## src/hw/rtl/utf8d_pkg.sv

```systemverilog
// Shared types and constants for the UTF-8 code point decoder.
// Holds the byte window and result structs, the lead byte masks and the length codes.
// No dependencies.
package utf8d_pkg;

    localparam int unsigned BYTE_W   = 8;
    localparam int unsigned AVAIL_W  = 3;
    localparam int unsigned CP_W     = 31;
    localparam int unsigned LEN_W    = 3;
    localparam int unsigned S_DATA_W = 56;
    localparam int unsigned M_DATA_W = 40;

    // Lead byte class masks and patterns.
    localparam logic [7:0] MASK_CONT  = 8'b1100_0000;
    localparam logic [7:0] PAT_CONT   = 8'b1000_0000;
    localparam logic [7:0] MASK_LEN6  = 8'b1111_1110;
    localparam logic [7:0] PAT_LEN6   = 8'b1111_1100;
    localparam logic [7:0] MASK_LEN5  = 8'b1111_1100;
    localparam logic [7:0] PAT_LEN5   = 8'b1111_1000;
    localparam logic [7:0] MASK_LEN4  = 8'b1111_1000;
    localparam logic [7:0] PAT_LEN4   = 8'b1111_0000;
    localparam logic [7:0] MASK_LEN3  = 8'b1111_0000;
    localparam logic [7:0] PAT_LEN3   = 8'b1110_0000;
    localparam logic [7:0] MASK_LEN2  = 8'b1110_0000;
    localparam logic [7:0] PAT_LEN2   = 8'b1100_0000;
    localparam logic [5:0] MASK_PAYLD = 6'b11_1111;

    // Encoded length codes.
    localparam logic [LEN_W-1:0] LEN_NONE = 3'd0;
    localparam logic [LEN_W-1:0] LEN_1    = 3'd1;
    localparam logic [LEN_W-1:0] LEN_2    = 3'd2;
    localparam logic [LEN_W-1:0] LEN_3    = 3'd3;
    localparam logic [LEN_W-1:0] LEN_4    = 3'd4;
    localparam logic [LEN_W-1:0] LEN_5    = 3'd5;
    localparam logic [LEN_W-1:0] LEN_6    = 3'd6;

    typedef struct packed {
        logic [AVAIL_W-1:0] bytes_available;
        logic [BYTE_W-1:0]  next_byte_5;
        logic [BYTE_W-1:0]  next_byte_4;
        logic [BYTE_W-1:0]  next_byte_3;
        logic [BYTE_W-1:0]  next_byte_2;
        logic [BYTE_W-1:0]  next_byte_1;
        logic [BYTE_W-1:0]  lead_byte;
    } t_window;

    typedef struct packed {
        logic [LEN_W-1:0] encoded_length;
        logic [CP_W-1:0]  code_point;
    } t_result;

endpackage

```

## src/hw/rtl/utf8d_decode.sv

```systemverilog
// Combinational decode of one registered byte window into a code point and length.
// Depends on utf8d_pkg.
module utf8d_decode
    import utf8d_pkg::*;
(
    input  t_window i_window,
    output t_result o_result
);

    logic [7:0]       w_c;
    logic [5:0]       w_p1;
    logic [5:0]       w_p2;
    logic [5:0]       w_p3;
    logic [5:0]       w_p4;
    logic [5:0]       w_p5;
    logic             w_cont;
    logic [LEN_W-1:0] w_len;
    logic             w_complete;
    logic [CP_W-1:0]  w_cp;

    assign w_c    = i_window.lead_byte;
    assign w_p1   = i_window.next_byte_1[5:0] & MASK_PAYLD;
    assign w_p2   = i_window.next_byte_2[5:0] & MASK_PAYLD;
    assign w_p3   = i_window.next_byte_3[5:0] & MASK_PAYLD;
    assign w_p4   = i_window.next_byte_4[5:0] & MASK_PAYLD;
    assign w_p5   = i_window.next_byte_5[5:0] & MASK_PAYLD;
    assign w_cont = (w_c & MASK_CONT) == PAT_CONT;

    always_comb begin
        priority if (w_cont) begin
            w_len = LEN_1;
        end else if ((w_c & MASK_LEN6) == PAT_LEN6) begin
            w_len = LEN_6;
        end else if ((w_c & MASK_LEN5) == PAT_LEN5) begin
            w_len = LEN_5;
        end else if ((w_c & MASK_LEN4) == PAT_LEN4) begin
            w_len = LEN_4;
        end else if ((w_c & MASK_LEN3) == PAT_LEN3) begin
            w_len = LEN_3;
        end else if ((w_c & MASK_LEN2) == PAT_LEN2) begin
            w_len = LEN_2;
        end else begin
            w_len = LEN_1;
        end
    end

    // An availability of seven counts as six or more, so a plain compare works.
    assign w_complete = i_window.bytes_available >= w_len;

    always_comb begin
        w_cp = {{(CP_W-BYTE_W){1'b0}}, w_c};
        if (w_cont) begin
            w_cp = '0;
        end else if (w_complete) begin
            unique case (w_len)
                LEN_2:   w_cp = {20'd0, w_c[4:0], w_p1};
                LEN_3:   w_cp = {15'd0, w_c[3:0], w_p1, w_p2};
                LEN_4:   w_cp = {10'd0, w_c[2:0], w_p1, w_p2, w_p3};
                LEN_5:   w_cp = {5'd0, w_c[1:0], w_p1, w_p2, w_p3, w_p4};
                LEN_6:   w_cp = {w_c[0], w_p1, w_p2, w_p3, w_p4, w_p5};
                default: w_cp = {{(CP_W-BYTE_W){1'b0}}, w_c};
            endcase
        end
    end

    always_comb begin
        if (i_window.bytes_available == '0) begin
            o_result.code_point     = '0;
            o_result.encoded_length = LEN_NONE;
        end else begin
            o_result.code_point     = w_cp;
            o_result.encoded_length = w_len;
        end
    end

endmodule

```

## src/hw/rtl/utf8_code_point_decoder_unit.sv

```systemverilog
// Top level of the UTF-8 code point decoder: input register, decode, result register.
// Depends on utf8d_pkg and utf8d_decode.
//
// Usage:
// The slave channel takes one byte window per transaction: the lead byte, the five
// bytes after it and the count of bytes still available (seven means six or more). The
// master channel returns one transaction per window with the decoded code point
// and the sequence length announced by the lead byte.
// The window is captured in the input register at the accepting edge, then moves into the
// result register, which offers it on the master side until it is taken.
// Throughput is one window per cycle while i_m_tready keeps up; the decode is a single
// short pass of mask, compare and concatenation logic between the two registers.
// Both registers advance together whenever the result register is empty or its
// transaction completes, so a stalled receiver holds the result and the input
// register, and o_s_tready drops only once both are occupied.
// A synchronous active-low reset empties both registers; no result is pending
// afterward and the block is ready at the next edge.
module utf8_code_point_decoder_unit
    import utf8d_pkg::*;
(
    input  logic                i_clk,
    input  logic                i_rst_n,
    input  logic                i_s_tvalid,
    output logic                o_s_tready,
    // Fields from bit 0: lead_byte[7:0], next_byte_1..5 (8 bits each),
    // bytes_available[50:48], zero pad.
    input  logic [S_DATA_W-1:0] i_s_tdata,
    output logic                o_m_tvalid,
    input  logic                i_m_tready,
    // Fields from bit 0: code_point[30:0], encoded_length[33:31], zero pad.
    output logic [M_DATA_W-1:0] o_m_tdata
);

    logic    r_in_valid;
    logic    n_in_valid;
    t_window r_window;
    logic    r_out_valid;
    logic    n_out_valid;
    t_result r_result;
    t_result w_result;
    logic    w_adv;

    // Pipeline moves when the result register can take a new value.
    assign w_adv      = !r_out_valid || i_m_tready;
    assign o_s_tready = !r_in_valid || w_adv;

    assign n_in_valid  = o_s_tready ? i_s_tvalid : r_in_valid;
    assign n_out_valid = w_adv ? r_in_valid : r_out_valid;

    always_ff @(posedge i_clk) begin
        if (!i_rst_n) begin
            r_in_valid  <= 1'b0;
            r_out_valid <= 1'b0;
        end else begin
            r_in_valid  <= n_in_valid;
            r_out_valid <= n_out_valid;
        end
    end

    always_ff @(posedge i_clk) begin
        if (o_s_tready && i_s_tvalid) begin
            r_window <= t_window'(i_s_tdata[$bits(t_window)-1:0]);
        end
        if (w_adv && r_in_valid) begin
            r_result <= w_result;
        end
    end

    utf8d_decode u_decode (
        .i_window (r_window),
        .o_result (w_result)
    );

    assign o_m_tvalid = r_out_valid;
    assign o_m_tdata  = {{(M_DATA_W-$bits(t_result)){1'b0}}, r_result};

`ifndef SYNTHESIS
    a_len_range: assert property (@(posedge i_clk) disable iff (!i_rst_n)
        r_out_valid |-> (r_result.encoded_length <= LEN_6))
        else $error("encoded length above six");

    a_none_zero: assert property (@(posedge i_clk) disable iff (!i_rst_n)
        (r_out_valid && r_result.encoded_length == LEN_NONE)
            |-> (r_result.code_point == '0))
        else $error("empty window gave a nonzero code point");

    a_len1_byte: assert property (@(posedge i_clk) disable iff (!i_rst_n)
        (r_out_valid && r_result.encoded_length == LEN_1)
            |-> (r_result.code_point[CP_W-1:8] == '0))
        else $error("single-byte result wider than a byte");

    a_in_moves: assert property (@(posedge i_clk) disable iff (!i_rst_n)
        (r_in_valid && w_adv) |=> r_out_valid)
        else $error("window left the input register without a result");

    a_in_holds: assert property (@(posedge i_clk) disable iff (!i_rst_n)
        (r_in_valid && !w_adv) |=> (r_in_valid && $stable(r_window)))
        else $error("held window lost while the result stalled");
`endif

endmodule

```

## config.mk

```make
export PLATFORM = sky130hd
export DESIGN_NAME = utf8_code_point_decoder_unit
export DESIGN_NICKNAME = d
export VERILOG_FILES = /design/src/hw/rtl/utf8d_pkg.sv /design/src/hw/rtl/utf8d_decode.sv /design/src/hw/rtl/utf8_code_point_decoder_unit.sv
export SDC_FILE = /design/constraint.sdc
export NUM_CORES = 1
export LEC_CHECK = 0
export BUFFER_PORTS_ARGS = -buffer_cell sky130_fd_sc_hd__buf_2
export CORE_UTILIZATION = 49
export CTS_BUF_LIST = sky130_fd_sc_hd__clkbuf_4
export DETAILED_ROUTE_END_ITERATION = 10
export PLACE_DENSITY = 0.87
export RECOVER_POWER = 25
export SETUP_SLACK_MARGIN = 0.3
export SLEW_MARGIN = 5
export SYNTH_ARGS = -nofsm -noshare
export SYNTH_HDL_FRONTEND = slang
export SYNTH_SLANG_ARGS = --single-unit
```

## constraint.sdc

```tcl
create_clock -name i_clk -period 2.6 [get_ports i_clk]
set_input_delay 0.52 -clock i_clk [delete_from_list [all_inputs] [get_ports i_clk]]
set_output_delay 0.52 -clock i_clk [all_outputs]
set_load 0.005 [all_outputs]
```

# --- Word level (Yosys, flattened, before mapping) ---
# Cells that the tools add are included.
word_totals:
  regBits: 77
  inputBits: 60
  output_inout_bits: 42
  word_cells: 42
op_classes:
  order_cmp: 1
  n_eq_ne: 11
  n_mux: 8
  bitwise: 1
  reduce_logical: 9
op_table:
  columns: ["operator", "count"]
  rows:
  - ["31-bit one-hot mux with 5 select lines", 1]
  - ["3-bit two-way mux", 5]
  - ["3-bit equality test (second input constant)", 4]
  - ["8-bit two-way mux", 1]
  - ["7-bit equality test (second input constant)", 1]
  - ["3-bit by 2-bit equality test with 1-bit output (second input constant)", 2]
  - ["6-bit equality test (second input constant)", 1]
  - ["5-bit equality test (second input constant)", 1]
  - ["4-bit equality test (second input constant)", 1]
  - ["3-bit >= comparator", 1]
  - ["3-bit zero test", 1]
  - ["3-bit OR reduction", 1]
  - ["2-bit equality test (second input constant)", 1]
  - ["1-bit logical AND", 2]
  - ["1-bit zero test", 2]
  - ["1-bit logical OR", 2]
  - ["2-bit two-way mux", 1]
  - ["2-bit OR reduction", 1]
  - ["1-bit NOT", 1]

# --- Depth between registers and ports, before layout ---
logic_depth:
  depth_word: 10
  depth_mapped: 11
  ltp_nobuf: 9

# --- Hierarchy ---
# From an unflattened synthesis, not the netlist that was laid out.
unflattened:
  cells_unflattened: 274
  area_unflattened_um2: 3806.2
by_module_without_submodules:
  columns: ["mod", "instances", "cells_each", "area_per_inst_um2", "seq_area_each_um2"]
  rows:
  - ["utf8_code_point_decoder_unit", 1, 101, 2705.1, 2592.5]
  - ["utf8d_decode", 1, 173, 1101.1, 0.0]

# --- Least setup slack after synthesis ---
# OpenSTA, ideal clock, no wires.
synth_path:
  path_kind: "input to register"
  startpoint: "input i_m_tready"
  endpoint: "register r_result (netlist bit o_m_tdata[0]) (enable)"
  setup_ns: 0.429
  arrival_time_ns: 2.127
  path_slack_ns: 0.044
  path_stages: 2
  path_buffers: 0
  cell_sequence: "nor2b_1 nor2b_1"
synth_via:
  elab_chain_len: 2
synth_rtl:
  columns: ["item", "line_no", "source"]
  rows:
  - ["start: declaration", "utf8_code_point_decoder_unit.sv:29", "input logic i_m_tready,"]
  - ["1-bit logical OR", "utf8_code_point_decoder_unit.sv:44", "assign w_adv = !r_out_valid || i_m_tready;"]
  - ["1-bit logical AND", "utf8_code_point_decoder_unit.sv:64", "if (w_adv && r_in_valid) begin"]
  - ["end signal: assignment", "utf8_code_point_decoder_unit.sv:65", "r_result <= w_result;"]
  - ["end: declaration", "utf8_code_point_decoder_unit.sv:39", "t_result r_result;"]
# Every way passes these cells.
# A chain may end at the register's enable or synchronous reset.

# --- Final worst setup path ---
layout_path:
  startpoint: "register r_window[1] (netlist name)"
  endpoint: "register r_result (netlist bit o_m_tdata[6]), data pin"
layout_via:
  elab_chain_len: 6
  word_cells_on_any_way: 11
layout_rtl:
  columns: ["item", "line_no", "source"]
  rows:
  - ["start: declaration", "utf8_code_point_decoder_unit.sv:36", "t_window r_window;"]
  - ["start signal: assignment", "utf8_code_point_decoder_unit.sv:62", "r_window <= t_window'(i_s_tdata[$bits(t_window)-1:0]);"]
  - ["7-bit equality test *", "utf8d_decode.sv:32", "end else if ((w_c & MASK_LEN6) == PAT_LEN6) begin"]
  - ["3-bit two-way mux *", "utf8d_decode.sv:32", null]
  - ["3-bit two-way mux *", "utf8d_decode.sv:30", "priority if (w_cont) begin"]
  - ["3-bit equality test / 3-bit by 2-bit equality test with 1-bit output (equally long branches)", "utf8d_decode.sv:55", "unique case (w_len)"]
  - ["31-bit one-hot mux with 5 select lines", "utf8d_decode.sv:55", null]
  - ["8-bit two-way mux *", "utf8d_decode.sv:54", "end else if (w_complete) begin"]
# Mark *: on every way between the ends. The rest lies on a longest branch, timed or not.

==> metrics.md <==
| Metric | Value |
|---|---|
| Initial Utilization | 0.506 |
| Syn Std Cell Area | 0.00365 mm2 |
| Max VDD drop | 0.314 mV |
| FMAX | 448 MHz |
| Crit path capture type | flop |
| Pwr per Cell Area | 591 mW/mm2 |
| Largest cells by area after synthesis | edfxtp_1 62%, a21oi_1 4.0%, buf_6 3.4% |
| # IOs | 102 |
| Hold depth | 1 |
| Post-DRT Antenna Nets | 0 |
| Layout cells sized above 1 | 0.368 |
| Global Route Usage Sum | 0.204 |
| Post-DP HPWL | 5410 um |
| CP arrival | 2.40 ns |
| Fin. max-slew vios | 0 |
| Max-cap viol count | 0 |
| Max incr delay on CP | 0.40 ns |
| Placeable Area | 0.00721 mm2 |
| Worst Hold Launch | i_s_tdata[2] |
| Hold endpoint | r_window[2] |
| N_diodes | 0 |
| Top_reg_cell synth | edfxtp_1 |
| Post-Route WL | 7580 um |
| # DRC | 0 |
| Die area | 0.00779 mm2 |
| Cell taking the most area after synthesis | edfxtp_1 |
| Fin worst setup slack | 0.366 ns |
| Final Core Density | 0.600 |
| Synthesis-to-finish area growth | 18.6% |
| Worst-Skew Late Latency | 0.43 ns |
| Synth top area share | 0.617 |
| Worst Tran Pin Value | 0.851 ns |
| Nets | 428 |
| Clock tree sinks | 77 |
| DR iter-0 viols | 360 |
| Cell count of the worst reg-to-reg path | 8 |
| CTS tree | built |
| Crit-path slowest cell | edfxtp_1 |
| Max_slew headroom | 0.433 |
| Synth cell types | 49 |
| Post-synthesis async set-or-reset flop share | 0 |
| Gate Count Post-Synth | 273 |
| Largest fanout on the critical path | 8 |
| RSZ-0062 raised after global routing | yes |
| Global-route wire length before repair | 11700 um |
| Vias in the first global route | 2221 |
| Hold Fails Final Rpt | 0 |
| Max Clock Skew | 0.0142 ns |
| Worst-path clk slew | 0.12 ns |
| Initial antenna violation count | 0 |
| Placed Cells | 450 |
| LEAKAGE | 1.58 nW |
| GP Congestion | 0.931 |
| WL/cell | 16.2 um |
| EDFF count, synth | 75 |
| Vias per Instance | 5.51 |
| DR vias | 2584 |
| Setup crit start kind | flop |
| Clock buffer depth | 2 |
| IO buf count | 80 |
| Initial DRT Pass Iterations | 5 |
| Fillers | 584 |
| # setup viols final | 0 |
| Clock tree root buffer cell | clkbuf_4 |
| Pin count of the biggest net entering global routing | 42 |
| Buf/Inv on CP | 1 |
| Setup slack at placement | 0.306 ns |
| Chip width | 88.3 um |
| CP Class | reg -> reg |
| Crit-path cells | and3b_1 -> buf_4 -> o21ai_0 -> ha_1 -> nand2_1 -> o21ai_2 -> and2_2 -> a311oi_2 |
| Yosys Warn Count | 0 |
| Syn_area_per_cell | 13.4 um2 |
| Status | finished clean |
| FF-to-FF Start | r_window[1] |
| Chip height | 88.3 um |
| Total Neg Setup Slack | 0 ns |
| Required time of the critical path | 2.77 ns |
| CTS buffer count | 9 |
| Worst hold path type | in -> reg |
| Min Tclk post-route | 2.23 ns |
| #FFs+latches synth | 77 |
| Finished Layout Cells | 469 |
| Final Cycle Share | 0.859 |
| Floorplan row count | 31 |
| Register-to-register setup slack | 0.37 ns |
| Critical path's top delay family | simple AND/OR/NAND/NOR gates |
| Htree depth | 3 |
| Total gr overflow | 0 |
| Reg2reg end | o_m_tdata[6] |
| Design Power | 0.00256 W |
| Register area share after synthesis | 0.628 |
[report_power, final]
part | total, W | switching, W | internal (W)
clock | 0.000809 | 0.000411 | 0.000399
sequential | 0.00148 | 0.0000417 | 0.00144
combinational | 0.000267 | 0.000147 | 0.000120
total | 0.00256 | 0.000599 | 0.00196
[cell families after synthesis]
| logic type | count (synthesis) | synth area share |
|---|---|---|
| fa+ha+maj | 3 | 0.0103 |
| compound gates | 88 | 0.174 |
| simple gates | 75 | 0.124 |
| other cells | 1 | 0.00103 |
| flops | 77 | 0.628 |
| buf+inv | 29 | 0.0624 |
[area by class of cell]
cell class	instances	area (um2)	share of cell area
multi-input combinational	172	1180	0.274
tap	99	124	0.0286
clock inverter	6	87.6	0.0202
clock buffer	10	75.1	0.0174
timing repair buffer	99	541	0.125
inverter	6	22.5	0.00521
sequential	77	2290	0.530
[cell usage after synthesis, types with 2 or more instances]
library cell / number
edfxtp_1: 75
a21oi_1: 29
nand2_1: 15
a22oi_1: 13
a22o_1: 12
buf_6: 11
nor2_1: 11
nor2b_1: 11
buf_4: 9
a221oi_1: 7
and2_1: 7
inv_1: 6
nand4b_1: 6
a211oi_1: 5
o21ai_0: 5
nor3_1: 4
or2b_1: 4
and3_1: 3
ha_1: 3
nand2b_1: 3
a222oi_1: 2
a22o_2: 2
a2bb2oi_1: 2
dfxtp_1: 2
nand3_1: 2
[worst max path at each step]
stage	start	to	slack (ns)	cells after the start
after detailed placement	r_window[6]	o_m_tdata[6]	0.31	8
after floorplan	r_window[7]	o_m_tdata[6]	0.36	9
final	r_window[1]	o_m_tdata[6]	0.37	8
after global placement	r_window[6]	o_m_tdata[27]	0.37	9
after global routing	r_window[6]	o_m_tdata[3]	0.26	9
after CTS	r_window[6]	o_m_tdata[30]	0.31	9
[what timing repair did]
action | in CTS | in global routing
hold buffers | 0 | 0
buffers inserted | 0 | 3
resized for setup | 1 | 10
setup endpoints to repair | 1 | 27
pin swaps | 0 | 3
[state kept, by name, indices dropped and copies added (netlist names)]
register	cells
o_m_tvalid	1
o_m_tdata	34
r_window	41
r_in_valid	1
[worst register-to-register path, delay by kind of cell (launching register included)]
kind | cells | cell delay, ns
adders and majority gates | 1 | 0.28
buffers and inverters | 1 | 0.16
and+or+nand+nor | 3 | 0.63
DFF | 1 | 0.40
AOI/OAI and AO/OA | 3 | 0.50
[layout by cell type, fill, tap and decap left out, drive strengths merged, types with 5 or more instances in the layout]
master,count
buf,98
edfxtp,75
a21oi,30
nand2,15
a22oi,14
a22o,14
nor2,12
nor2b,11
clkbuf,11
and2,8
a221oi,7
inv,6
nand4b,6
conb,6
a211oi,6
o21ai,6
nor3,5
[layer usage]
metal,global-route usage,vias to the layer above,wire length (um),part of all wire
li1,-,1236,-,-
met1,0.305,1204,3390,0.45
met2,0.290,128,3500,0.46
met3,0.0550,16,548,0.072
met4,0.0689,0,136,0.018
met5,0,-,0,0
[per-stage QoR]
| stage | hold WS, ns | area (um2) |
|---|---|---|
| 5_1_grt | 0.218 | 4330 |
| 6_report | 0.251 | 4330 |
| 4_1_cts | 0.241 | 4280 |
| 2_1_floorplan | 0.476 | 3670 |
| 3_3_place_gp | 0.485 | 4110 |
| 3_5_place_dp | 0.519 | 4110 |
(Power assumes the default switching activity.)
